## src/design/bcp_pkg.sv

```systemverilog
// Shared types and constants for the Barrett constant precompute pipeline.
`default_nettype none

package bcp_pkg;

    localparam int MOD_W   = 64;   // input modulus word
    localparam int WORD_W  = 64;   // one word of the quotient
    localparam int QUOT_W  = 128;  // full quotient of 2^128 / m
    localparam int BITS_W  = 6;    // significant bit count field

    typedef enum logic [1:0] {
        ST_OK      = 2'd0,
        ST_ZERO    = 2'd1,
        ST_INVALID = 2'd2
    } status_t;

    // Sideband that travels with each beat down the divider
    typedef struct packed {
        status_t             status;
        logic [BITS_W-1:0]   bit_count;
    } meta_t;

endpackage

`default_nettype wire

```

## src/design/bcp_classify.sv

```systemverilog
// Front stage: sorts the modulus into ok, zero or invalid and counts its bits.
`default_nettype none

module bcp_classify #(
    parameter int MAX_BITS = 61
) (
    input  wire logic                        clk,
    input  wire logic                        rst_n,
    input  wire logic                        en,
    input  wire logic                        up_valid,
    input  wire logic [bcp_pkg::MOD_W-1:0]   up_m,
    output logic                             dn_valid,
    output bcp_pkg::meta_t                   dn_meta,
    output logic [MAX_BITS-1:0]              dn_m
);
    import bcp_pkg::*;

    logic                   valid_reg;
    meta_t                  meta_reg;
    meta_t                  meta_next;
    logic [MAX_BITS-1:0]    m_reg;

    function automatic logic [BITS_W-1:0] sig_bits(input logic [MOD_W-1:0] v);
        logic [BITS_W:0] n;
        n = '0;
        for (int i = 0; i < MOD_W; i++) begin
            if (v[i])
            begin
                n = (BITS_W + 1)'(i + 1);
            end
        end
        return n[BITS_W-1:0];
    endfunction

    always_comb
    begin
        meta_next.bit_count = sig_bits(up_m);
        priority if (up_m == '0)
        begin
            meta_next.status = ST_ZERO;
        end
        else if ((up_m[MOD_W-1:MAX_BITS] != '0) || (up_m == MOD_W'(1)))
        begin
            meta_next.status = ST_INVALID;
        end
        else
        begin
            meta_next.status = ST_OK;
        end
    end

    always_ff @(posedge clk or negedge rst_n)
    begin
        if (!rst_n)
        begin
            valid_reg <= 1'b0;
        end
        else if (en)
        begin
            valid_reg <= up_valid;
        end
    end

    always_ff @(posedge clk)
    begin
        if (en)
        begin
            meta_reg <= meta_next;
            m_reg    <= up_m[MAX_BITS-1:0];
        end
    end

    assign dn_valid = valid_reg;
    assign dn_meta  = meta_reg;
    assign dn_m     = m_reg;

endmodule

`default_nettype wire

```

## config.mk

```make
export PLATFORM = sky130hd
export DESIGN_NAME = bcp_classify
export DESIGN_NICKNAME = d
export VERILOG_FILES = /design/src/design/bcp_pkg.sv /design/src/design/bcp_classify.sv
export SDC_FILE = /design/constraint.sdc
export NUM_CORES = 1
export LEC_CHECK = 0
export ABC_AREA = 1
export BUFFER_PORTS_ARGS = -buffer_cell sky130_fd_sc_hd__buf_2
export CAP_MARGIN = 40
export CORE_ASPECT_RATIO = 1.1
export CORE_UTILIZATION = 43
export CTS_CLUSTER_DIAMETER = 150
export DETAILED_ROUTE_END_ITERATION = 8
export GPL_TIMING_DRIVEN = 1
export PLACE_DENSITY = 0.72
export SYNTH_ARGS = -nofsm -noshare
export SYNTH_HDL_FRONTEND = slang
export SYNTH_SLANG_ARGS = --single-unit
```

## constraint.sdc

```tcl
create_clock -name clk -period 1.2 [get_ports clk]
set_input_delay 0.12 -clock clk [delete_from_list [all_inputs] [get_ports clk]]
set_output_delay 0.12 -clock clk [all_outputs]
set_load 0.02 [all_outputs]
```

==> metrics.txt <==
port bufs=137; Top cell by count, worst path=nand2_1; post-synthesis sequential area ratio=0.612; outcome=finished with violations; failing checks=negative setup slack; Ports=138; first-pass iteration count of the detailed router=4; H-tree levels=3; worst slew pin tran=0.458 ns; clock latency on the worst-skew pair=0.33 ns; Starting DRT DRC Count=139; routability-driven placement congestion ratio=0.790; Fill cells=573; worst r2r path cells=1; Slowest cell on crit path=buf_6; Power Dens Cells=1060 mW/mm^2; core area=0.00760 mm^2; Final WS setup=-1.98 ns; Max-Cap Viols=0; commonest cells after routing, fill and taps aside=buf_2 (132), buf_4 (92), nand2_1 (89); DRC violation count after routing=0; initial antenna violation count=0; final worst path period share=2.65; Critical Path RT=1.29 ns; total grt overflow=0; reg2reg setup slack=0.45 ns; Stages on worst setup path=64; Synth Area in Compound Gates=0.0245; post-DR wirelength/cell=13.4 um; largest cells by area after synthesis=edfxtp_1 (60%), bufinv_8 (10%), nand2_1 (10%); post-synthesis simple-gate area fraction=0.205; Starting Density=0.451; Crit Path Max Fanout=2; cell taking the most area after synthesis=edfxtp_1; Crit path max-delay family=simple AND/OR/NAND/NOR gates; Mean Syn Cell Area=10.7 um^2; final design utilization=0.738; Lkg Pwr=2.74 nW; Worst EP arrival=3.27 ns; routed wire length=9360 um; Final setup viols=5; largest net degree at the start of global routing=20; vias=3,171; Die X-Extent=87.1 um; total power=5.92 mW; Fin Clk Skew=0 ns; net count after synthesis=387; startpoint types=input pin; die area=0.00833 mm^2; Setup TNS Final=-3.56 ns; Buf/Inv on CP=2; Total Nets Final=655; Hold WS=0.0306 ns; CTS tree=built; drt via density=4.56; Post-Synth Adder-Cell Area=0; endpoint type of the worst setup path=flop; crit path from=up_m[1]; main combinational cell family by area after synthesis=simple AND/OR/NAND/NOR gates; Max-slew headroom=0.694; GRT Overall Usage=0.218; Ys Warns=0; # diodes=0; post-synthesis mux area share=0.00328; Cells after Synth=319; Setup crit end=dn_meta[0]$_SDFFCE_PP0P_; Clock Sink Count=70; Max clock buf depth=2; post-layout min period=3.18 ns; worst IR drop on VDD=630 uV; flops & latches, synth=70; DRT antenna net count=0; Synth top area share=0.604; synthesized area=0.00343 mm^2; f_max=315 MHz; Worst-path clk slew=0.07 ns; FF-to-FF Start=dn_valid$_DFFE_PN0P_; first-pass GRT wire length=13,700 um; max-slew violation count=0; commonest non-fill, non-tap cell in the layout=buf_2; CTS Buf Count=9; Clock Tree Root=clkbuf_8; Site Rows=33; Synth cell types=22; Area Growth Syn to Fin=63.6%; pre-CTS setup slack=-2.31 ns; Post-Synth XOR/XNOR Area=0; layout cells sized above 1=0.519; CP peak stage delay=0.07 ns; r2r endpoint=dn_valid$_DFFE_PN0P_; final hold violations=0; detailed placer's ending HPWL=6690 um; Worst Hold Class=input pin to flop; vias in the first global route=3,207; Crit Path Class=input pin to flop; Die Height=95.6 um; RSZ-0062 raised after global routing=yes
## logic make-up (layout without fill, tap and decap cells)
family / Yosys count / in the layout
AO/OA/AOI/OAI: 14 / 14
multiplexers: 1 / 1
AND/OR/NAND/NOR: 165 / 165
buffers and inverters: 69 / 341
flip-flops: 70 / 70
## worst min path at each step
stage | startpoint | end | slack (ns) | cells after the start
floorplan | rst_n | dn_valid$_DFFE_PN0P_ | -0.18 | 0
global placement | rst_n | dn_valid$_DFFE_PN0P_ | -0.11 | 1
detailed placement | rst_n | dn_valid$_DFFE_PN0P_ | -0.10 | 1
CTS | up_valid | dn_valid$_DFFE_PN0P_ | 0.006 | 2
global route | up_valid | dn_valid$_DFFE_PN0P_ | 0.01 | 2
finish | up_valid | dn_valid$_DFFE_PN0P_ | 0.03 | 2
## power by group
group	switching (mW)	internal, mW	total (mW)
logic	0.720	0.670	1.39
clock network	0.849	0.733	1.58
registers	0.0479	2.90	2.95
## cell usage after synthesis (all sizes together)
cell type  number
nand2          91
nor4            9
edfxtp         69
nor3            6
inv            45
nand3b          1
nor2           31
nor4b           1
a31oi           1
or2             1
bufinv         20
a21oi           8
o31ai           2
o21ai           2
mux2            1
dfrtp           1
nand4           8
nand3          17
clkinv          4
o2111ai         1
## what timing repair did
action                                 4_1_cts  5_1_grt
resized for setup                           22       30
endpoints found under the hold margin       15        0
setup buffers                                1        1
setup endpoints to repair                    6        7
gates cloned                                 0        0
pin swaps                                    9       12
hold buffers                                15        0
## metal layers
layer	wire, um	vias to the layer above	global-route usage
met2	4990	125	0.399
met4	142	0	0.0888
met1	3550	1446	0.245
li1	-	1587	-
met5	0	-	0
met3	683	13	0.0485
## per-stage QoR
stage / instances / cell area (um^2)
2_1_floorplan: 319 / 3450
3_3_place_gp: 664 / 5060
3_5_place_dp: 664 / 5060
4_1_cts: 695 / 5480
5_1_grt: 696 / 5610
6_report: 696 / 5610
## state kept, by name (all words and copies together), names as in the netlist
| signal | cells |
|---|---|
| dn_meta | 8 |
| dn_valid | 1 |
| dn_m | 61 |
## cell type report
type	instances	area, um^2	area share
clock buffer	11	131	0.0234
clock inverter	4	25.0	0.00446
inverter	69	534	0.0952
multi-input combinational	180	968	0.173
sequential	70	2100	0.374
tap	105	131	0.0234
timing repair buffer	257	1720	0.307
Power figures use the tool's default switching activity.
