### config.mk
export PLATFORM = sky130hd
export DESIGN_NAME = bcp_out_skid
export DESIGN_NICKNAME = d
export VERILOG_FILES = /design/src/design/bcp_pkg.sv /design/src/design/bcp_out_skid.sv
export SDC_FILE = /design/constraint.sdc
export NUM_CORES = 1
export LEC_CHECK = 0
export ABC_AREA = 1
export BUFFER_PORTS_ARGS = -buffer_cell sky130_fd_sc_hd__buf_4
export CAP_MARGIN = 20
export CORE_MARGIN = 5
export CORE_UTILIZATION = 35
export DETAILED_ROUTE_END_ITERATION = 6
export GPL_ROUTABILITY_DRIVEN = 0
export PLACE_DENSITY = 0.58
export SYNTH_ARGS = -nofsm -noshare
export SYNTH_HDL_FRONTEND = slang
export SYNTH_SLANG_ARGS = --single-unit
### constraint.sdc
create_clock -name clk -period 20.3 [get_ports clk]
set_input_delay 3.045 -clock clk [delete_from_list [all_inputs] [get_ports clk]]
set_output_delay 3.045 -clock clk [all_outputs]
set_load 0.05 [all_outputs]
### src/design/bcp_pkg.sv
// Shared types and constants for the Barrett constant precompute pipeline.
`default_nettype none

package bcp_pkg;

    localparam int MOD_W   = 64;   // input modulus word
    localparam int WORD_W  = 64;   // one word of the quotient
    localparam int QUOT_W  = 128;  // full quotient of 2^128 / m
    localparam int BITS_W  = 6;    // significant bit count field

    typedef enum logic [1:0] {
        ST_OK      = 2'd0,
        ST_ZERO    = 2'd1,
        ST_INVALID = 2'd2
    } status_t;

    // Sideband that travels with each beat down the divider
    typedef struct packed {
        status_t             status;
        logic [BITS_W-1:0]   bit_count;
    } meta_t;

endpackage

`default_nettype wire

### src/design/bcp_out_skid.sv
// Result masking, output register and skid register at the tail of the pipeline.
`default_nettype none

module bcp_out_skid #(
    parameter int MAX_BITS = 61
) (
    input  wire logic                         clk,
    input  wire logic                         rst_n,
    input  wire logic                         tail_valid,
    input  wire bcp_pkg::meta_t               tail_meta,
    input  wire logic [MAX_BITS-1:0]          tail_r,
    input  wire logic [bcp_pkg::QUOT_W-1:0]   tail_q,
    output logic                              advance,
    output logic                              out_valid,
    input  wire logic                         out_ready,
    output bcp_pkg::status_t                  status,
    output logic [bcp_pkg::BITS_W-1:0]        bit_count,
    output logic [bcp_pkg::WORD_W-1:0]        ratio_low,
    output logic [bcp_pkg::WORD_W-1:0]        ratio_high,
    output logic [MAX_BITS-1:0]               remainder
);
    import bcp_pkg::*;

    logic                   ok;
    meta_t                  res_meta;
    logic [QUOT_W-1:0]      res_q;
    logic [MAX_BITS-1:0]    res_r;
    logic                   tail_take;
    logic                   out_free;

    logic                   out_valid_reg;
    meta_t                  out_meta_reg;
    logic [QUOT_W-1:0]      out_q_reg;
    logic [MAX_BITS-1:0]    out_r_reg;

    logic                   skid_valid_reg;
    meta_t                  skid_meta_reg;
    logic [QUOT_W-1:0]      skid_q_reg;
    logic [MAX_BITS-1:0]    skid_r_reg;

    // Anything but ok carries only its status
    always_comb
    begin
        ok                 = (tail_meta.status == ST_OK);
        res_meta.status    = tail_meta.status;
        res_meta.bit_count = ok ? tail_meta.bit_count : '0;
        res_q              = ok ? tail_q : '0;
        res_r              = ok ? tail_r : '0;
    end

    // Pipeline moves whenever the skid slot is empty; registered, no ready ripple
    assign advance   = !skid_valid_reg;
    assign tail_take = tail_valid && advance;
    assign out_free  = !out_valid_reg || out_ready;

    always_ff @(posedge clk or negedge rst_n)
    begin
        if (!rst_n)
        begin
            out_valid_reg  <= 1'b0;
            skid_valid_reg <= 1'b0;
        end
        else if (out_free)
        begin
            out_valid_reg  <= skid_valid_reg || tail_take;
            skid_valid_reg <= 1'b0;
        end
        else if (tail_take)
        begin
            skid_valid_reg <= 1'b1;
        end
    end

    always_ff @(posedge clk)
    begin
        if (out_free)
        begin
            if (skid_valid_reg)
            begin
                out_meta_reg <= skid_meta_reg;
                out_q_reg    <= skid_q_reg;
                out_r_reg    <= skid_r_reg;
            end
            else
            begin
                out_meta_reg <= res_meta;
                out_q_reg    <= res_q;
                out_r_reg    <= res_r;
            end
        end
        else if (tail_take)
        begin
            skid_meta_reg <= res_meta;
            skid_q_reg    <= res_q;
            skid_r_reg    <= res_r;
        end
    end

    assign out_valid  = out_valid_reg;
    assign status     = out_meta_reg.status;
    assign bit_count  = out_meta_reg.bit_count;
    assign ratio_low  = out_q_reg[WORD_W-1:0];
    assign ratio_high = out_q_reg[QUOT_W-1:WORD_W];
    assign remainder  = out_r_reg;

endmodule

`default_nettype wire

==> impl_metrics.env, run 1 <==
export IMPL_timing_setup_critical_path_class="register to primary output"
export IMPL_postCtsSetupRepairBufs=0
export IMPL_worst_r2r_setup_slack_ns=16.54
export IMPL_layout_area_overhead_vs_synth_pct=31.3
export IMPL_synth_cell_type_count=13
export IMPL_tritoncts_num_buffers=45
export IMPL_vdd_ir_drop_max_mv=0.0662
export IMPL_stdcell_count=2489
export IMPL_core_area_mm2=0.0463
export IMPL_die_area_mm2=0.0508
export IMPL_setup_repair_after_global_routing_missed_its_margin="no"
export IMPL_floorplan_initialDensity_pct=35.1
export IMPL_cp_data_required_time_ns=17.26
export IMPL_layout_commonest_cell="buf_4"
export IMPL_htree_num_levels=2
export IMPL_root_buffer="clkbuf_16"
export IMPL_seq_area_frac_synth_pct=73.1
export IMPL_postLayoutCellArea_mm2=0.0213
export IMPL_cts_path_max_buffers=3
export IMPL_finalSetupTns_ns=0
export IMPL_netlist_area_before_placement_mm2=0.0162
export IMPL_ys_seq_elements=396
export IMPL_count_of_mapped_cells_out_of_synthesis=1472
export IMPL_critical_path_reg2reg_startpoint="skid_valid_reg"
export IMPL_max_freq_ghz=0.188
export IMPL_cts_tree="yes"
export IMPL_synthDominantAreaCellType="edfxtp_1"
export IMPL_report_final_setup_viol=0
export IMPL_fin_crit_sh_pct=26.1
export IMPL_drv_max_cap_violation_count=0
export IMPL_crit_path_end_kind="primary output"
export IMPL_detailed_router_iteration_count_before_antenna_repair=5
export IMPL_grt_pass1_wl_um=63500
export IMPL_std_cell_rows=79
export IMPL_grt_ovfl_total=0
export IMPL_synth_warning_count=0
export IMPL_ctsHoldBuffers=0
export IMPL_synth_largest_type_area_fraction_pct=72.8
export IMPL_tightestPinTransition_ns=1.11
export IMPL_drt_antenna_violating_nets=0
export IMPL_timing_slew_headroom_pct=26.1
export IMPL_min_path_type="register to register"
export IMPL_first_global_vias=11200
export IMPL_clock_skew_final_ns=0.0151
export IMPL_slew_violations=0
export IMPL_top_level_ports=400
export IMPL_cp_data_arrival_time_ns=2.26
export IMPL_final_cell_mix="buf_4 (407), nand2_1 (398), edfxtp_1 (394), nor2_1 (197), inv_1 (196)"
export IMPL_floorplan_die_height_um=225
export IMPL_finalWirelength_um=42200
export IMPL_synth_nets=1673
export IMPL_hold_viol_final=0
export IMPL_port_buffers=399
export IMPL_powerDensity_mw_per_mm2=103
export IMPL_power_leakage_nw=9.82
export IMPL_first_iter_violations=868
export IMPL_routed_wire_length_per_instance_um=17.0
export IMPL_post_route_cells_drive_above_1_share_pct=26.1
export IMPL_hp_start="skid_r_reg[25]"
export IMPL_clock_sinks=396
export IMPL_final_period_minus_worst_setup_slack_ns=5.31
export IMPL_insertion_delay_ns=0.55
export IMPL_post_place_cells=2402
export IMPL_cp_start_kind="register"
export IMPL_netlist_top_cells_area="edfxtp_1 (73%), nand2_1 (9.2%), nand3_1 (6.0%)"
export IMPL_cts_clk_slew_worst_paths_ns=0.06
export IMPL_route_vias_total=11300
export IMPL_design_final_nets=2044
export IMPL_run_status="completed"
export IMPL_drc=0
export IMPL_cp_max_fo=125
export IMPL_syn_mean_instance_area_um2=11.0
export IMPL_critical_path_startpoint="skid_valid_reg"
export IMPL_track_usage_pct=15.9
export IMPL_dpl_instance_area_mm2=0.0197
export IMPL_die_outline_width_um=225
export IMPL_via_per_inst=4.53
export IMPL_grt_max_degree=196
export IMPL_cts_resized=0
export IMPL_antenna_found_initial=2
export IMPL_dpl_hpwl_um=25900
## cell type report
cell class | count | area (um2)
Tap cell | 607 | 759
Sequential cell | 396 | 11900
Fill cell | 4339 | 24900
Clock buffer | 50 | 1190
Multi-Input combinational cell | 793 | 3250
Antenna cell | 2 | 5.00
Timing Repair Buffer | 409 | 3100
Inverter | 198 | 753
Clock inverter | 34 | 390
## cells in the mapped netlist
cell type and n:
buf_1 4, buf_2 48, buf_4 3, clkbuf_1 30
dfrtp_1 2, edfxtp_1 394, inv_1 196, inv_2 1
inv_4 1, nand2_1 399, nand3_1 195, nor2_1 198
nor2_4 1
## metrics by stage
stage                     power (W)  util (%)  setup WS [ns]  hold slack, ns
after floorplan             0.00124         -           5.59           0.491
after global routing        0.00229      46.1          14.83           0.531
after global placement      0.00136      42.6          13.95           0.497
final                       0.00221      46.1          14.99           0.508
after detailed placement    0.00137      42.6          13.93           0.502
after CTS                   0.00223      46.1          14.54           0.511
## routing by layer
metal	vias up	GRT usage, %	wire length [um]
met5	-	0	0
met4	0	5.95	1150
met3	56	3.27	2780
met2	361	27.1	21300
met1	5342	20.0	17000
li1	5519	-	-
## worst paths after layout
check / to / depth (start not counted)
worst max-delay path: advance / 2
worst min-delay path: remainder[25] / 2
worst max register to register: skid_q_reg[118] / 5
worst min register to register: remainder[25] / 2
max in group asynchronous: skid_valid_reg / 1
min in group asynchronous: out_valid / 1
## report_power, final
part	switching, W	internal (W)
sequential	0.0000236	0.000972
clock	0.000336	0.000526
combinational	0.000251	0.0000974
## critical path: stages, from the launching register on
cell	delay, ns
dfrtp_4	0.59
inv_6	0.70
buf_4	0.35
## logic make-up after synthesis
family        count (synthesis)  synth area share, %
simple gates                793                 19.9
buf+inv                     283                 6.99
flops                       396                 73.1
Note: power is estimated with default switching activity, not from simulation.
==> inputs of run 2 (changes only) <==
--- a/config.mk
+++ b/config.mk
@@ -12,7 +12,7 @@
 export CORE_UTILIZATION = 35
 export DETAILED_ROUTE_END_ITERATION = 6
 export GPL_ROUTABILITY_DRIVEN = 0
-export PLACE_DENSITY = 0.58
+export PLACE_DENSITY = 0.6
 export SYNTH_ARGS = -nofsm -noshare
 export SYNTH_HDL_FRONTEND = slang
 export SYNTH_SLANG_ARGS = --single-unit
==> constraint.sdc (replaced) <==
create_clock -name clk -period 4.5 [get_ports clk]
set_input_delay 0.675 -clock clk [delete_from_list [all_inputs] [get_ports clk]]
set_output_delay 0.675 -clock clk [all_outputs]
set_load 0.05 [all_outputs]
==> impl_metrics.env, run 2 (synthesized netlist as in run 1, its figures left out) <==
export IMPL_run_status="completed"
export IMPL_cts_tree="yes"
export IMPL_powerDensity_mw_per_mm2=447
export IMPL_finalWirelength_um=41700
export IMPL_timing_setup_critical_path_class="register to primary output"
export IMPL_layout_commonest_cell="buf_4"
export IMPL_routed_wire_length_per_instance_um=16.8
export IMPL_clock_skew_final_ns=0.0138
export IMPL_setup_repair_after_global_routing_missed_its_margin="no"
export IMPL_kind_of_cell_with_the_highest_combined_delay_on_the_critical_path="buffers and inverters"
export IMPL_finalSetupTns_ns=0
export IMPL_drc=0
export IMPL_final_cell_mix="buf_4 (404), nand2_1 (398), edfxtp_1 (394), nor2_1 (197)"
export IMPL_std_cell_rows=79
export IMPL_fin_crit_sh_pct=63.5
export IMPL_critical_path_reg2reg_startpoint="skid_valid_reg"
export IMPL_cp_data_required_time_ns=3.83
export IMPL_insertion_delay_ns=0.55
export IMPL_port_buffers=399
export IMPL_max_freq_ghz=0.350
export IMPL_post_route_cells_drive_above_1_share_pct=25.2
export IMPL_slew_violations=0
export IMPL_path_buf_inv=2
export IMPL_cp_data_arrival_time_ns=2.18
export IMPL_route_vias_total=11300
export IMPL_floorplan_initialDensity_pct=35.1
export IMPL_report_final_setup_viol=0
export IMPL_track_usage_pct=15.6
export IMPL_final_period_minus_worst_setup_slack_ns=2.86
export IMPL_detailed_router_iteration_count_before_antenna_repair=7
export IMPL_timing_slew_headroom_pct=33.2
export IMPL_vdd_ir_drop_max_mv=0.332
export IMPL_cts_path_max_buffers=3
export IMPL_first_iter_violations=812
export IMPL_min_to="skid_meta_reg[7]"
export IMPL_drv_max_cap_violation_count=0
export IMPL_root_buffer="clkbuf_16"
export IMPL_top_level_ports=400
export IMPL_antenna_found_initial=1
export IMPL_timing_rr_end="skid_q_reg[46]"
export IMPL_worst_r2r_setup_slack_ns=1.70
export IMPL_cts_clk_slew_worst_paths_ns=0.06
export IMPL_cp_start_kind="register"
export IMPL_first_global_vias=10900
export IMPL_min_path_type="input port to register"
export IMPL_design_final_nets=2043
export IMPL_tightestPinTransition_ns=1.00
export IMPL_crit_slowest_cell="dfrtp_4"
export IMPL_cts_resized=0
export IMPL_clock_sinks=396
export IMPL_floorplan_die_height_um=225
export IMPL_grt_pass1_wl_um=62200
export IMPL_via_per_inst=4.54
export IMPL_min_delay_path_depth=1
export IMPL_dpl_hpwl_um=25700
export IMPL_core_area_mm2=0.0463
export IMPL_worst_hold_slack_ns=0.350
export IMPL_grt_max_degree=196
export IMPL_tritoncts_num_buffers=43
export IMPL_crit_path_end_kind="primary output"
export IMPL_die_area_mm2=0.0508
export IMPL_cp_max_fo=69
export IMPL_grt_ovfl_total=0
export IMPL_rr_worst_depth=4
export IMPL_power_leakage_nw=9.69
export IMPL_hp_start="tail_meta[7]"
export IMPL_critical_path_cell_chain="inv_6 -> buf_4"
export IMPL_hold_viol_final=0
export IMPL_max_stage_delay_ns=0.75
export IMPL_die_outline_width_um=225
export IMPL_layout_area_overhead_vs_synth_pct=30.0
export IMPL_drt_antenna_violating_nets=0
export IMPL_htree_num_levels=2
==> run 2: cell type report <==
class | instances | area, um2
fillers | 4381 | 25100
flip-flops and latches | 396 | 11900
multi-input cells | 793 | 3250
repair buffers | 410 | 3140
clock buffers | 57 | 1170
well taps | 607 | 759
inverters | 198 | 757
clock inverters | 16 | 151
diodes | 1 | 2.50
==> run 2: stage by stage <==
| stage | std cells | utilization (%) | instance area [um2] | total power, W | worst slack, ns |
|---|---|---|---|---|---|
| after global placement | 2403 | 42.8 | 19800 | 0.00615 | 1.70 |
| after floorplan | 1472 | - | 16300 | 0.00554 | -0.507 |
| after CTS | 2477 | 45.7 | 21100 | 0.00957 | 1.58 |
| final | 2478 | 45.7 | 21100 | 0.00944 | 1.64 |
| after global routing | 2478 | 45.7 | 21100 | 0.00979 | 1.48 |
| after detailed placement | 2403 | 42.8 | 19800 | 0.00616 | 1.69 |
==> run 2: how the worst max path moves through the flow <==
stage,cells after the start,to,startpoint
2_1_floorplan,3,skid_meta_reg[0],out_ready
5_1_grt,2,advance,skid_valid_reg
6_report,2,advance,skid_valid_reg
4_1_cts,2,advance,skid_valid_reg
3_3_place_gp,5,skid_r_reg[57],out_ready
3_5_place_dp,5,skid_q_reg[0],out_ready
==> run 2: worst register-to-register path, stage by stage, from the launching register on <==
cell and delay (ns):
dfrtp_4 0.75, inv_6 0.53, nand2_1 0.25, nor2_4 0.21, buf_12 0.49
==> run 2: where the power goes <==
part / internal [W] / switching [W] / total [W] / leakage [nW]
registers: 0.00438 / 0.000111 / 0.00450 / 3.93
logic: 0.000442 / 0.00113 / 0.00157 / 5.12
clock network: 0.00199 / 0.00138 / 0.00337 / 0.638
==> run 2: routing by layer <==
layer	routed length, um	global-route usage (%)	part of all wire [%]	up-vias
li1	-	-	-	5511
met1	16700	20.0	40	5277
met2	21000	26.5	50	399
met3	2840	2.85	6.8	68
met4	1160	5.86	2.8	0
met5	0	0	0	-
==> run 2: what timing repair did <==
item                                   4_1_cts  5_1_grt
setup buffers                                0        0
hold buffers                                 1        0
endpoints found under the hold margin        2        0
==> inputs of run 3 (changes only) <==
==> constraint.sdc (replaced) <==
create_clock -name clk -period 2.35 [get_ports clk]
set_input_delay 0.3525 -clock clk [delete_from_list [all_inputs] [get_ports clk]]
set_output_delay 0.3525 -clock clk [all_outputs]
set_load 0.05 [all_outputs]
==> impl_metrics.env, run 3 (synthesized netlist as in run 1, its figures left out) <==
export IMPL_layout_commonest_cell="buf_4"
export IMPL_routed_wire_length_per_instance_um=16.5
export IMPL_clock_skew_final_ns=0.0143
export IMPL_area_occupied_by_multi_input_gates_mm2=0.00325
export IMPL_floorplan_die_height_um=225
export IMPL_dpl_hpwl_um=26100
export IMPL_grt_ovfl_total=0
export IMPL_cp_data_arrival_time_ns=1.89
export IMPL_min_path_type="input port to register"
export IMPL_highest_utilization_routing_layer_at_the_global_route_stage="met2"
export IMPL_cp_start_kind="register"
export IMPL_setup_repair_after_global_routing_missed_its_margin="no"
export IMPL_cts_clk_slew_worst_paths_ns=0.06
export IMPL_cts_tree="yes"
export IMPL_detailed_router_iteration_count_before_antenna_repair=5
export IMPL_cp_max_fo=118
export IMPL_min_delay_path_depth=3
export IMPL_worst_hold_slack_ns=0.103
export IMPL_core_area_mm2=0.0463
export IMPL_ctsHoldBuffers=4
export IMPL_die_outline_width_um=225
export IMPL_power_report_internal_total_w=0.0136
export IMPL_grt_pass1_wl_um=62300
export IMPL_postCtsSetupRepairBufs=0
export IMPL_rr_worst_depth=4
export IMPL_vdd_ir_drop_max_mv=0.567
export IMPL_clock_sinks=396
export IMPL_worst_setup_slack_final_ns=0.108
export IMPL_post_place_ws_ns=0.540
export IMPL_final_period_minus_worst_setup_slack_ns=2.24
export IMPL_floorplan_initialDensity_pct=35.1
export IMPL_grt_use_met2_pct=25.8
export IMPL_first_iter_violations=763
export IMPL_insertion_delay_ns=0.55
export IMPL_clock_power_share_pct=38.0
export IMPL_run_status="completed"
export IMPL_share_comb_of_total_power_pct=16.3
export IMPL_power_share_switching_pct=27.3
export IMPL_grt_max_degree=199
export IMPL_cp_data_required_time_ns=2.00
export IMPL_root_buffer="clkbuf_16"
export IMPL_design_final_nets=2055
export IMPL_power_total_w=0.0188
export IMPL_fin_crit_sh_pct=95.4
export IMPL_final_cell_mix="buf_4 (408), nand2_1 (398), edfxtp_1 (394), nor2_1 (197), inv_1 (196)"
export IMPL_hold_viol_final=0
export IMPL_powerDensity_mw_per_mm2=874
export IMPL_met3_usage_pct=4.23
export IMPL_ff_latch_area_mm2=0.0119
export IMPL_drc=0
export IMPL_post_place_cells=2412
export IMPL_slew_violations=0
export IMPL_route_vias_total=11200
export IMPL_layout_area_overhead_vs_synth_pct=32.1
export IMPL_drt_antenna_violating_nets=0
export IMPL_report_final_setup_viol=0
export IMPL_htree_num_levels=2
export IMPL_pwr_share_seq_pct=45.7
export IMPL_drv_max_cap_violation_count=0
export IMPL_finalWirelength_um=41300
export IMPL_crit_path_end_kind="primary output"
export IMPL_track_usage_pct=15.5
export IMPL_top_level_ports=400
export IMPL_post_route_cells_drive_above_1_share_pct=26.0
export IMPL_timing_slew_headroom_pct=36.2
export IMPL_cts_resized=0
export IMPL_cts_path_max_buffers=3
export IMPL_antenna_found_initial=1
export IMPL_layout_filler_cells=4345
export IMPL_port_buffers=399
export IMPL_timing_setup_critical_path_class="register to primary output"
export IMPL_tightestPinTransition_ns=0.956
export IMPL_power_net_switching_w=0.00512
export IMPL_die_area_mm2=0.0508
export IMPL_first_global_vias=11100
export IMPL_via_per_inst=4.49
export IMPL_grtUsageMet1_pct=19.6
export IMPL_max_freq_ghz=0.446
export IMPL_tritoncts_num_buffers=43
export IMPL_stdcell_count=2496
export IMPL_std_cell_rows=79
export IMPL_power_leakage_nw=9.86
## run 3: routing by layer
metal  up-vias  share of wire, %
met5         -                 0
met4         0               3.0
met3        76               7.4
met2       365                49
met1      5228                40
li1       5548                 -
## run 3: power groups by stage
stage	combinational (W)	clock [W]	sequential (W)
2_1_floorplan	0.000690	0	0.00993
3_3_place_gp	0.00306	0	0.00872
3_5_place_dp	0.00309	0	0.00872
4_1_cts	0.00310	0.00733	0.00858
6_report	0.00306	0.00713	0.00857
5_1_grt	0.00325	0.00762	0.00861
## run 3: final cells by class
class	instances	area share, %
Antenna cell	1	0.0117
Clock buffer	50	5.34
Clock inverter	29	1.64
Inverter	198	3.51
Multi-Input combinational cell	793	15.2
Sequential cell	396	55.4
Tap cell	607	3.54
Timing Repair Buffer	422	15.4
## run 3: critical path, stage by stage, from the launching register on
cell and delay (ns):
dfrtp_4 0.51, inv_6 0.07, buf_12 0.43, buf_4 0.31
## run 3: worst paths after layout
path / from / endpoint / slack, ns
setup / recovery: skid_valid_reg / advance / 0.11
hold / removal: tail_q[42] / out_q_reg[42] / 0.10
setup reg to reg: skid_valid_reg / out_q_reg[20] / 0.57
hold reg to reg: skid_q_reg[18] / out_q_reg[18] / 0.51
max in group asynchronous: rst_n / skid_valid_reg / 2.12
min in group asynchronous: rst_n / out_valid / 0.13
## run 3: through the flow
| step | setup TNS (ns) | instance area [um2] | util (%) |
|---|---|---|---|
| final | 0 | 21500 | 46.4 |
| after global routing | 0 | 21500 | 46.4 |
| after CTS | 0 | 21500 | 46.4 |
| after detailed placement | 0 | 19900 | 43.0 |
| after global placement | 0 | 19900 | 43.0 |
| after floorplan | -498.41 | 16300 | - |
