[config.mk]
export PLATFORM = sky130hd
export DESIGN_NAME = bcp_div_step
export DESIGN_NICKNAME = d
export VERILOG_FILES = /design/src/design/bcp_pkg.sv /design/src/design/bcp_div_step.sv
export SDC_FILE = /design/constraint.sdc
export NUM_CORES = 1
export LEC_CHECK = 0
export BUFFER_PORTS_ARGS = -buffer_cell sky130_fd_sc_hd__buf_2
export CAP_MARGIN = 10
export CORE_MARGIN = 5
export CORE_UTILIZATION = 30
export CTS_CLUSTER_DIAMETER = 120
export CTS_CLUSTER_SIZE = 28
export DETAILED_ROUTE_END_ITERATION = 8
export GPL_ROUTABILITY_DRIVEN = 0
export PLACE_DENSITY = 0.58
export SLEW_MARGIN = 10
export SYNTH_ARGS = -nofsm -noshare
export SYNTH_HDL_FRONTEND = slang
export SYNTH_SLANG_ARGS = --single-unit
[constraint.sdc]
create_clock -name clk -period 0.8 [get_ports clk]
set_input_delay 0.12 -clock clk [delete_from_list [all_inputs] [get_ports clk]]
set_output_delay 0.12 -clock clk [all_outputs]
set_load 0.005 [all_outputs]
[src/design/bcp_pkg.sv]
// Shared types and constants for the Barrett constant precompute pipeline.
`default_nettype none

package bcp_pkg;

    localparam int MOD_W   = 64;   // input modulus word
    localparam int WORD_W  = 64;   // one word of the quotient
    localparam int QUOT_W  = 128;  // full quotient of 2^128 / m
    localparam int BITS_W  = 6;    // significant bit count field

    typedef enum logic [1:0] {
        ST_OK      = 2'd0,
        ST_ZERO    = 2'd1,
        ST_INVALID = 2'd2
    } status_t;

    // Sideband that travels with each beat down the divider
    typedef struct packed {
        status_t             status;
        logic [BITS_W-1:0]   bit_count;
    } meta_t;

endpackage

`default_nettype wire

[src/design/bcp_div_step.sv]
// One restoring division step: shift remainder, try subtract, emit a quotient bit.
`default_nettype none

module bcp_div_step #(
    parameter int MAX_BITS = 61
) (
    input  wire logic                         clk,
    input  wire logic                         rst_n,
    input  wire logic                         en,
    input  wire logic                         up_valid,
    input  wire bcp_pkg::meta_t               up_meta,
    input  wire logic [MAX_BITS-1:0]          up_m,
    input  wire logic [MAX_BITS-1:0]          up_r,
    input  wire logic [bcp_pkg::QUOT_W-1:0]   up_q,
    output logic                              dn_valid,
    output bcp_pkg::meta_t                    dn_meta,
    output logic [MAX_BITS-1:0]               dn_m,
    output logic [MAX_BITS-1:0]               dn_r,
    output logic [bcp_pkg::QUOT_W-1:0]        dn_q
);
    import bcp_pkg::*;

    logic                   valid_reg;
    meta_t                  meta_reg;
    logic [MAX_BITS-1:0]    m_reg;
    logic [MAX_BITS-1:0]    r_reg;
    logic [QUOT_W-1:0]      q_reg;

    logic [MAX_BITS:0]      shifted;
    logic [MAX_BITS+1:0]    diff;
    logic                   take;
    logic [MAX_BITS-1:0]    r_next;
    logic [QUOT_W-1:0]      q_next;

    // Remainder stays below m, so the shifted value fits one extra bit
    always_comb
    begin
        shifted = {up_r, 1'b0};
        diff    = {1'b0, shifted} - {2'b00, up_m};
        take    = !diff[MAX_BITS+1];
        r_next  = take ? diff[MAX_BITS-1:0] : shifted[MAX_BITS-1:0];
        q_next  = {up_q[QUOT_W-2:0], take};
    end

    always_ff @(posedge clk or negedge rst_n)
    begin
        if (!rst_n)
        begin
            valid_reg <= 1'b0;
        end
        else if (en)
        begin
            valid_reg <= up_valid;
        end
    end

    always_ff @(posedge clk)
    begin
        if (en)
        begin
            meta_reg <= up_meta;
            m_reg    <= up_m;
            r_reg    <= r_next;
            q_reg    <= q_next;
        end
    end

    assign dn_valid = valid_reg;
    assign dn_meta  = meta_reg;
    assign dn_m     = m_reg;
    assign dn_r     = r_reg;
    assign dn_q     = q_reg;

endmodule

`default_nettype wire

==> run_results.csv, run 1 <==
group,metric,value,unit
cells_and_area,final_design_area_no_fill,21600,µm²
floorplanning,die_height,214,µm
synthesis,syn-instance-count,916,
timing,timing_worst_slew_pin_value,0.409,ns
synthesis,yosys_register_bits,259,
cells_and_area,final_common_cell,"sky130_fd_sc_hd__buf_2",
timing,timing.clock.skew,0,ns
synthesis,synth_top_family_by_area,"compound AO/OA/AOI/OAI gates",
pwr,pwr_density_cell,1680,nW/µm²
timing,slew_viol_final,0,
route,avgRoutedWirePerCell,19.7,µm
timing,grt_setup_unrepaired,"yes",
worst_setup_path,arrival,3.16,ns
timing,period_minus_slack,2.90,ns
cells_and_area,multi_input_comb_area,4660,µm²
timing,part_of_the_cycle_the_worst_path_needs,3.62,
synthesis,async_flop_share,0.00386,
cells_and_area,drive_gt1_frac,0.495,
worst_setup_path,worst_r2r_endpoint,"dn_valid",
timing,post_route_worst_hold_slack,0.00237,ns
synthesis,synth_xor_xnor_area_share,0.0391,
route,wl,49.4,mm
pwr,power.static_leakage,9.90,nW
clock_tree,clock-sinks,259,
grt,gr_overflow_total,0,
worst_setup_path,maximum_fanout_count_along_the_critical_path,8,
cells_and_area,stdcell_count,2509,
route,drtIter0Drc,767,
clock_tree,post_cts_hold_buffer_count,231,
floorplanning,placement_rows,74,
placed_design,placement.cell_area,18000,µm²
clock_tree,root_buffer,"sky130_fd_sc_hd__clkbuf_16",
timing,final-hold-violation-count,0,
worst_setup_path,setup.worst_path.end_class,"register",
pwr,p_sw,9.89,mW
synthesis,synthesis.area,12500,µm²
synthesis,synth-compound-area-share,0.110,
cells_and_area,final.fill_count,3546,
floorplanning,floorplan.die.width,214,µm
worst_setup_path,setup.worst_path.start,"up_r[0]",
synthesis,synth-simple-area-share,0.0603,
status,failed_checks,"negative setup slack",
worst_setup_path,worstReg2RegStart,"dn_valid",
timing,report.final.setup_viol,322,
worst_hold_path,worstHoldPathType,"input port to register",
pwr,seq_power_share,0.468,
grt,pin_count_of_the_biggest_net_entering_global_routing,30,
grt,antenna_found_initial,15,
timing,slew-limit-headroom,0.724,
synthesis,synth_top_flop_cell,"sky130_fd_sc_hd__edfxtp_1",
worst_setup_path,cp_data_required_time,1.07,ns
run,timing.max_cap.violations,0,
pwr,ir_worst_vdd,1.58,mV
floorplanning,core_region_area,41100,µm²
clock_tree,cts.path.max_buffers,3,
pwr,pwr-share-clk,0.229,
timing,total_negative_slack,-220.24,ns
synthesis,postSynthNetCount,1239,
status,status,"finished, violations left",
pwr,p_int,26.3,mW
worst_setup_path,crit_path_end,"dn_r[30]",
worst_setup_path,worst_setup_path_class,"input port to register",
cells_and_area,area.sequential,7770,µm²
clock_tree,clock_insertion_delay_at_the_later_pin_of_the_skew_report,0.51,ns
synthesis,muxShareOfSynthArea,0.0704,
grt,track_usage,0.205,
placed_design,place.port_buffers,519,
worst_setup_path,worst-r2r-cell-count,2,
cells_and_area,mostFrequentLayoutCells,"507 x sky130_fd_sc_hd__buf_2, 288 x sky130_fd_sc_hd__buf_4, 258 x sky130_fd_sc_hd__edfxtp_1, 231 x sky130_fd_sc_hd__dlygate4sd3_1, 72 x sky130_fd_sc_hd__inv_1",
clock_tree,clk_transition_reported_paths,0.11,ns
worst_setup_path,cpMostUsedCell,"sky130_fd_sc_hd__buf_8",
route,routed-via-count,11600,
synthesis,synth_cell_types,66,
placed_design,detailed_placement_hpwl,37.8,mm
worst_setup_path,cp_slowest_cell,"sky130_fd_sc_hd__fa_2",
clock_tree,htree_levels,1,
route,route.detailed.drc,0,
pwr,p_comb_frac,0.303,
placed_design,place_inst,2221,
cells_and_area,final_nets,2286,
timing,setup_ws,-2.10,ns
synthesis,synth-adder-area-share,0.0615,
clock_tree,cts_tree,"yes",
synthesis,syn-mean-instance-area,13.7,µm²
pwr,sw_frac_of_total,0.273,
synthesis,synth_sequential_area_ratio,0.620,
worst_setup_path,crit_path_start_kind,"input port",
worst_setup_path,reg2reg_slack,-0.10,ns
floorplanning,initial_utilization,0.305,
cells_and_area,syn_to_final_growth,72.2,%
worst_setup_path,timing.critical_path.cells,"buf_8 > fa_2 > a21o_1 > a221oi_4 > o21bai_1 > and4_4 > o211ai_1 > buf_4 > a31oi_4 > o21a_1 > a21oi_2 > o31ai_4 > buf_6 > buf_8 > buf_16 > mux2_4",
grt,grt_pass1_vias,12400,
synthesis,synth_enable_flop_cells,258,
clock_tree,cts_made_buffers,14,
route,routed_via_density,4.63,
timing,fmax,0.345,GHz
route,postRouteAntennaNets,0,
floorplanning,fp.dieArea,46000,µm²
grt,grt_first_pass_wirelength,74.3,mm
route,dr.pass1.iters,4,
floorplanning,top_ports,521,
worst_setup_path,timing.critical_path.slowest_cell_delay,0.38,ns
synthesis,yosys_warnings,0,
==> worst max-delay path: cells and delay by family <==
family / cells / cell delay, ns
buf+inv: 5 / 0.71
mux: 1 / 0.29
simple gates: 1 / 0.18
compound gates: 8 / 1.46
fa+ha+maj: 1 / 0.38
==> power by group through the flow <==
stage | registers (mW) | logic, mW | clock network (mW)
after detailed placement | 17.2 | 9.22 | 0
after global routing | 17.0 | 11.8 | 9.06
after floorplan | 17.4 | 3.81 | 0
after CTS | 16.9 | 10.8 | 8.54
after global placement | 17.2 | 9.13 | 0
final | 16.9 | 11.0 | 8.30
==> sequential cells by signal, indices dropped and copies added (netlist names) <==
| signal | flops |
|---|---|
| dn_r | 61 |
| dn_m | 61 |
| dn_meta | 8 |
| dn_q | 128 |
| dn_valid | 1 |
==> metrics by stage <==
stage               utilization  power [mW]  setup WS (ns)
floorplan                     -        21.2          -2.42
finish                    0.525        36.2          -2.10
global placement          0.438        26.3          -3.02
CTS                       0.519        36.3          -2.19
global route              0.525        37.9          -2.21
detailed placement        0.438        26.4          -3.07
==> timing repair <==
item,in CTS,in global routing
hold endpoints to repair,247,8
setup buffers,12,8
cloned,7,0
pin swaps,21,27
endpoints found under the setup margin,321,321
gates resized for setup,64,40
==> cell families after synthesis <==
kind of cell | after synthesis
xor+xnor | 56
buf+inv | 113
compound gates | 215
fa+ha+maj | 61
flops | 259
simple gates | 150
mux | 62
==> final cells by class <==
class | instances | area share
diodes | 9 | 0.00104
clock buffers | 18 | 0.0179
clock inverters | 3 | 0.00261
inverters | 78 | 0.0140
multi-input cells | 544 | 0.216
flip-flops and latches | 259 | 0.360
well taps | 532 | 0.0308
repair buffers | 1066 | 0.358
==> worst min-delay path by stage <==
stage,from,endpoint,cells past startpoint
final,up_r[24],dn_r[25],3
after global routing,up_r[24],dn_r[25],3
after CTS,up_r[24],dn_r[25],3
after detailed placement,rst_n,dn_valid,1
after global placement,rst_n,dn_valid,1
after floorplan,rst_n,dn_valid,0
==> metal layers <==
metal	track usage	vias to the layer above	share of wire
met5	0	-	0.0011
met4	0.0696	8	0.034
met3	0.0577	84	0.074
met2	0.377	399	0.52
met1	0.227	5600	0.37
li1	-	5529	-
==> Yosys cell counts, drive strengths merged (7+ instances only) <==
cell type,n,area [µm²]
buf,15,115
ha,60,751
o21bai,20,150
a211oi,7,52.6
nand4,20,125
nand2,47,179
a21o,26,195
xor2,20,175
nand3,13,65.1
a21oi,71,359
xnor2,36,315
o21a,9,67.6
nor2,30,113
edfxtp,258,7750
a31oi,11,68.8
inv,78,293
mux2,59,852
o21ai,37,185
clkbuf,20,76.3
No activity file was read; power rests on OpenSTA's default activity.
==> run 2, diff against run 1 <==
PLACE_DENSITY = 0.55   (was 0.58)
==> run 2 against run 1 <==
The run still ends with negative setup slack left. Clock skew did not move. Worst setup slack gained 0.013 ns. Worst hold slack gained 0.0021 ns.
==> run_results.csv, run 2 (synthesis results as in run 1) <==
group,metric,value,unit
route,avgRoutedWirePerCell,20.1,µm
cells_and_area,syn_to_final_growth,72.4,%
pwr,seq_power_share,0.467,
clock_tree,htree_levels,1,
placed_design,detailed_placement_hpwl,39.1,mm
worst_setup_path,cp_data_required_time,1.06,ns
clock_tree,clock-sinks,259,
route,dr.pass1.iters,5,
pwr,pwr-share-clk,0.228,
run,timing.max_cap.violations,0,
grt,grt_first_pass_wirelength,74.4,mm
floorplanning,top_ports,521,
timing,setup_ws,-2.08,ns
floorplanning,fp.dieArea,46000,µm²
clock_tree,post_cts_hold_buffer_count,234,
route,routed-via-count,11600,
worst_setup_path,worst_setup_path_class,"input port to register",
pwr,pwr_density_cell,1680,nW/µm²
worst_setup_path,arrival,3.15,ns
grt,gr_overflow_total,0,
status,failed_checks,"negative setup slack",
floorplanning,floorplan.die.width,214,µm
floorplanning,core_region_area,41100,µm²
route,postRouteAntennaNets,0,
worst_hold_path,worstHoldPathType,"input port to register",
clock_tree,cts.path.max_buffers,3,
route,route.detailed.drc,0,
route,drtIter0Drc,642,
worst_setup_path,crit_path_start_kind,"input port",
placed_design,preCtsSetupSlack,-3.28,ns
grt,antenna_found_initial,21,
cells_and_area,final_nets,2282,
timing,part_of_the_cycle_the_worst_path_needs,3.61,
clock_tree,cts_made_buffers,14,
cells_and_area,drive_gt1_frac,0.493,
pwr,ir_worst_vdd,1.52,mV
clock_tree,clk_transition_reported_paths,0.11,ns
route,routed_via_density,4.62,
worst_setup_path,setup.worst_path.start,"up_m[25]",
timing,slew_viol_final,0,
pwr,p_sw,9.93,mW
floorplanning,die_height,214,µm
pwr,p_comb_frac,0.305,
timing,fmax,0.347,GHz
timing,post_route_worst_hold_slack,0.00445,ns
worst_setup_path,setup.worst_path.end_class,"register",
cells_and_area,largest_reg_flops,128,
worst_setup_path,maximum_fanout_count_along_the_critical_path,4,
pwr,p_int,26.3,mW
placed_design,place.port_buffers,519,
timing,grt_setup_unrepaired,"yes",
timing,timing.clock.skew,0,ns
timing,final-hold-violation-count,0,
pwr,power.static_leakage,9.88,nW
cells_and_area,final_common_cell,"sky130_fd_sc_hd__buf_2",
worst_setup_path,worstReg2RegStart,"dn_valid",
cells_and_area,mostFrequentLayoutCells,"504 x sky130_fd_sc_hd__buf_2, 285 x sky130_fd_sc_hd__buf_4, 258 x sky130_fd_sc_hd__edfxtp_1, 234 x sky130_fd_sc_hd__dlygate4sd3_1, 71 x sky130_fd_sc_hd__inv_1",
status,status,"finished, violations left",
grt,track_usage,0.206,
pwr,sw_frac_of_total,0.274,
floorplanning,placement_rows,74,
floorplanning,initial_utilization,0.305,
clock_tree,clock_insertion_delay_at_the_later_pin_of_the_skew_report,0.51,ns
timing,report.final.setup_viol,322,
timing,period_minus_slack,2.88,ns
route,wl,50.5,mm
grt,pin_count_of_the_biggest_net_entering_global_routing,30,
clock_tree,root_buffer,"sky130_fd_sc_hd__clkbuf_16",
clock_tree,cts_tree,"yes",
grt,grt_pass1_vias,12500,
worst_hold_path,holdCritStartpoint,"up_r[51]",
timing,timing_worst_slew_pin_value,0.562,ns
timing,slew-limit-headroom,0.621,
==> run 2: cell types whose count changed in the layout (fill, tap and decap cells not counted), moves of 2 or more <==
cell / before / now
sky130_fd_sc_hd__diode_2: 9 / 15
sky130_fd_sc_hd__a211oi_2: 3 / 0
sky130_fd_sc_hd__buf_2: 507 / 504
sky130_fd_sc_hd__buf_4: 288 / 285
sky130_fd_sc_hd__dlygate4sd3_1: 231 / 234
sky130_fd_sc_hd__o21ai_0: 33 / 30
sky130_fd_sc_hd__a211oi_1: 4 / 6
sky130_fd_sc_hd__buf_16: 7 / 5
sky130_fd_sc_hd__inv_16: 2 / 0
sky130_fd_sc_hd__o21ai_1: 4 / 6
==> run 2: path summary, 6_finish.rpt <==
check                           endpoint  slack (ns)  cells after the start
min in group asynchronous       dn_valid        0.42                      3
worst min-delay path            dn_r[52]       0.004                      3
worst min register to register  dn_valid        0.64                      2
worst max register to register  dn_valid       -0.09                      2
max in group asynchronous       dn_valid        0.27                      3
worst max-delay path            dn_r[31]       -2.08                     16
==> run 2: layer usage <==
layer	share of wire	global-route usage	vias up	routed length (µm)
li1	-	-	5530	-
met3	0.066	0.0464	88	3320
met2	0.52	0.387	406	26400
met5	0.00042	0	-	21
met4	0.031	0.0608	4	1550
met1	0.38	0.232	5583	19200
==> run 2: worst max-delay path: stages <==
cell and delay (ns):
sky130_fd_sc_hd__buf_8 0.08, sky130_fd_sc_hd__inv_8 0.03, sky130_fd_sc_hd__ha_4 0.26, sky130_fd_sc_hd__a21o_1 0.13
sky130_fd_sc_hd__o21bai_4 0.12, sky130_fd_sc_hd__a311oi_2 0.14, sky130_fd_sc_hd__o31a_1 0.28, sky130_fd_sc_hd__or4_4 0.54
sky130_fd_sc_hd__a31oi_4 0.22, sky130_fd_sc_hd__o21a_1 0.16, sky130_fd_sc_hd__a21oi_2 0.07, sky130_fd_sc_hd__o31ai_4 0.23
sky130_fd_sc_hd__buf_12 0.16, sky130_fd_sc_hd__buf_12 0.13, sky130_fd_sc_hd__clkbuf_16 0.16, sky130_fd_sc_hd__mux2_4 0.29
==> run 2: stage by stage <==
step | TNS, ns | power (mW) | area [µm²] | instances | util
2_1_floorplan | -148.55 | 21.2 | 12700 | 916 | -
3_3_place_gp | -194.97 | 26.4 | 18000 | 2214 | 0.437
3_5_place_dp | -198.28 | 26.5 | 18000 | 2214 | 0.437
4_1_cts | -222.47 | 36.3 | 21300 | 2489 | 0.519
5_1_grt | -234.65 | 38.0 | 21600 | 2511 | 0.526
6_report | -217.85 | 36.3 | 21600 | 2511 | 0.526
==> run 2: final cells by class <==
class	count	area, µm²
flip-flops and latches	259	7770
clock buffers	17	383
repair buffers	1062	7690
clock inverters	4	60.1
fillers	3612	19500
multi-input cells	544	4700
well taps	532	666
inverters	78	303
diodes	15	37.5
==> run 2: power by group through the flow <==
stage	clock, mW	sequential, mW	combinational, mW
after floorplan	0	17.4	3.81
after global placement	0	17.2	9.21
after detailed placement	0	17.2	9.28
after CTS	8.52	16.9	10.9
after global routing	9.06	17.0	11.9
final	8.26	16.9	11.1
==> run 2: what timing repair did <==
action / CTS / global route
pin swaps: 11 / 14
endpoints found under the setup margin: 321 / 322
endpoints found under the hold margin: 247 / 8
resized for setup: 68 / 39
cloned: 4 / 1
setup buffers: 16 / 6
==> run 3, diff against run 2 <==
CORE_AREA = 5 5 200 202   (was unset)
CORE_MARGIN = unset   (was 5)
CORE_UTILIZATION = unset   (was 30)
DIE_AREA = 0 0 205 207   (was unset)
PLACE_DENSITY = 0.6   (was 0.55)
==> run 3 against run 2 <==
The flow finishes with violations (negative hold slack, negative setup slack). Register-to-register slack gained 0.15 ns. Clock power is essentially flat. Clock-buffer cell count is 1 lower. Wire length decreased by 1.8%. Sequential power is essentially flat. Die area fell by 7.7%. First-iteration DRC count decreased by 9.8%. Via count rose by 0.86%. Worst setup slack got worse by 0.048 ns. Maximum frequency fell by 1.6%. Worst hold slack worse by 0.0056 ns. Critical path depth did not move.
==> run_results.csv, run 3 (synthesis results as in run 1) <==
group,metric,value,unit
timing,grt_setup_unrepaired,"yes",
route,avgRoutedWirePerCell,19.8,µm
route,drtIter0Drc,579,
timing,timing_worst_slew_pin_value,0.497,ns
route,routed-via-count,11700,
clock_tree,htree_levels,1,
cells_and_area,mostFrequentLayoutCells,"499 x sky130_fd_sc_hd__buf_2, 293 x sky130_fd_sc_hd__buf_4, 258 x sky130_fd_sc_hd__edfxtp_1, 237 x sky130_fd_sc_hd__dlygate4sd3_1, 74 x sky130_fd_sc_hd__inv_1",
clock_tree,root_buffer,"sky130_fd_sc_hd__clkbuf_16",
grt,grt_pass1_vias,12400,
clock_tree,post_cts_hold_buffer_count,238,
pwr,ir_worst_vdd,1.56,mV
worst_setup_path,cp_data_required_time,1.06,ns
floorplanning,initial_utilization,0.329,
clock_tree,clock-sinks,259,
timing,final-hold-violation-count,1,
cells_and_area,final_util,0.566,
worst_setup_path,maximum_fanout_count_along_the_critical_path,7,
cells_and_area,final_common_cell,"sky130_fd_sc_hd__buf_2",
worst_setup_path,worst_setup_path_class,"input port to register",
cells_and_area,drive_gt1_frac,0.494,
grt,pin_count_of_the_biggest_net_entering_global_routing,34,
timing,period_minus_slack,2.93,ns
route,postRouteAntennaNets,0,
placed_design,place.port_buffers,519,
floorplanning,floorplan.die.width,205,µm
timing,setup_ws,-2.13,ns
pwr,pwr_density_cell,1680,nW/µm²
floorplanning,fp.dieArea,42400,µm²
floorplanning,core_region_area,38100,µm²
clock_tree,clk_transition_reported_paths,0.11,ns
route,wl,49.6,mm
timing,report.final.setup_viol,321,
run,timing.max_cap.violations,0,
timing,fmax,0.341,GHz
floorplanning,die_height,207,µm
placed_design,preCtsSetupSlack,-3.21,ns
cells_and_area,syn_to_final_growth,72.1,%
floorplanning,top_ports,521,
timing,part_of_the_cycle_the_worst_path_needs,3.67,
pwr,power.total,36.2,mW
timing,slew-limit-headroom,0.665,
route,routed_via_density,4.68,
clock_tree,cts.path.max_buffers,3,
clock_tree,cts_tree,"yes",
grt,grt_first_pass_wirelength,72.5,mm
grt,gr_overflow_total,0,
worst_hold_path,holdCritStartpoint,"en",
clock_tree,cts_made_buffers,14,
worst_setup_path,arrival,3.19,ns
worst_setup_path,setup.worst_path.end_class,"register",
worst_setup_path,setup.worst_path.start,"up_m[25]",
worst_setup_path,worstReg2RegStart,"dn_valid",
pwr,power.static_leakage,9.89,nW
floorplanning,placement_rows,72,
grt,antenna_found_initial,18,
clock_tree,clock_insertion_delay_at_the_later_pin_of_the_skew_report,0.50,ns
route,dr.pass1.iters,5,
timing,post_route_worst_hold_slack,-0.00116,ns
timing,slew_viol_final,0,
status,failed_checks,"negative hold slack, negative setup slack",
status,status,"finished, violations left",
worst_hold_path,worstHoldPathType,"input port to register",
cells_and_area,final_nets,2290,
grt,track_usage,0.221,
cells_and_area,largest_reg_flops,128,
route,route.detailed.drc,0,
placed_design,detailed_placement_hpwl,38.5,mm
timing,timing.clock.skew,0,ns
worst_setup_path,crit_path_start_kind,"input port",
==> run 3: cell types whose count changed in the layout (fill, tap and decap cells not counted), sizes merged <==
cell,delta
buf,+6
clkbuf,-2
diode,-3
dlygate4sd3,+3
inv,+1
==> run 3: power by group <==
group / internal, mW / switching (mW)
registers: 16.5 / 0.418
logic: 6.21 / 4.81
clock network: 3.58 / 4.67
==> run 3: final timing paths <==
path	end	slack, ns	cells after the start
min reg2reg	dn_valid	0.51	1
min in group asynchronous	dn_valid	0.45	3
max reg2reg	dn_valid	0.06	1
max in group asynchronous	dn_valid	0.25	3
min	dn_m[53]	-0.001	2
max	dn_r[30]	-2.13	16
==> run 3: metal layers <==
layer,vias to the layer above,GRT usage,wire [µm]
li1,5545,-,-
met4,10,0.0730,1620
met3,89,0.0565,3890
met2,420,0.409,25900
met5,-,0,81
met1,5647,0.245,18100
==> run 3: timing repair <==
| action | CTS | global route |
|---|---|---|
| cloned | 3 | 0 |
| hold endpoints to repair | 254 | 5 |
| setup endpoints to repair | 321 | 325 |
| buffers inserted | 17 | 8 |
| pin swaps | 11 | 9 |
| resized for setup | 83 | 30 |
==> run 3: through the flow <==
stage          instances  cell area [µm²]  setup TNS (ns)
2_1_floorplan        916            12700         -148.55
3_3_place_gp        2208            18000         -196.05
3_5_place_dp        2208            18000         -199.87
4_1_cts             2486            21400         -223.34
5_1_grt             2501            21600         -234.98
6_report            2502            21600         -216.62
==> run 3: cell type report <==
type / count / area, µm²
clock inverters: 5 / 61.3
fillers: 3175 / 16500
flip-flops and latches: 259 / 7770
multi-input cells: 544 / 4680
inverters: 78 / 305
diodes: 12 / 30.0
well taps: 518 / 648
clock buffers: 16 / 379
repair buffers: 1070 / 7710
==> run 3: critical path, stage by stage <==
cell and delay [ns]:
sky130_fd_sc_hd__buf_8 0.09, sky130_fd_sc_hd__inv_8 0.03, sky130_fd_sc_hd__ha_4 0.26, sky130_fd_sc_hd__a21o_1 0.13, sky130_fd_sc_hd__o21bai_4 0.12, sky130_fd_sc_hd__a311oi_2 0.12, sky130_fd_sc_hd__o31a_1 0.29, sky130_fd_sc_hd__or4_4 0.54
sky130_fd_sc_hd__a31oi_4 0.23, sky130_fd_sc_hd__o21a_1 0.20, sky130_fd_sc_hd__a21oi_4 0.07, sky130_fd_sc_hd__o31ai_4 0.26, sky130_fd_sc_hd__buf_12 0.19, sky130_fd_sc_hd__buf_4 0.13, sky130_fd_sc_hd__buf_8 0.11, sky130_fd_sc_hd__mux2_4 0.29
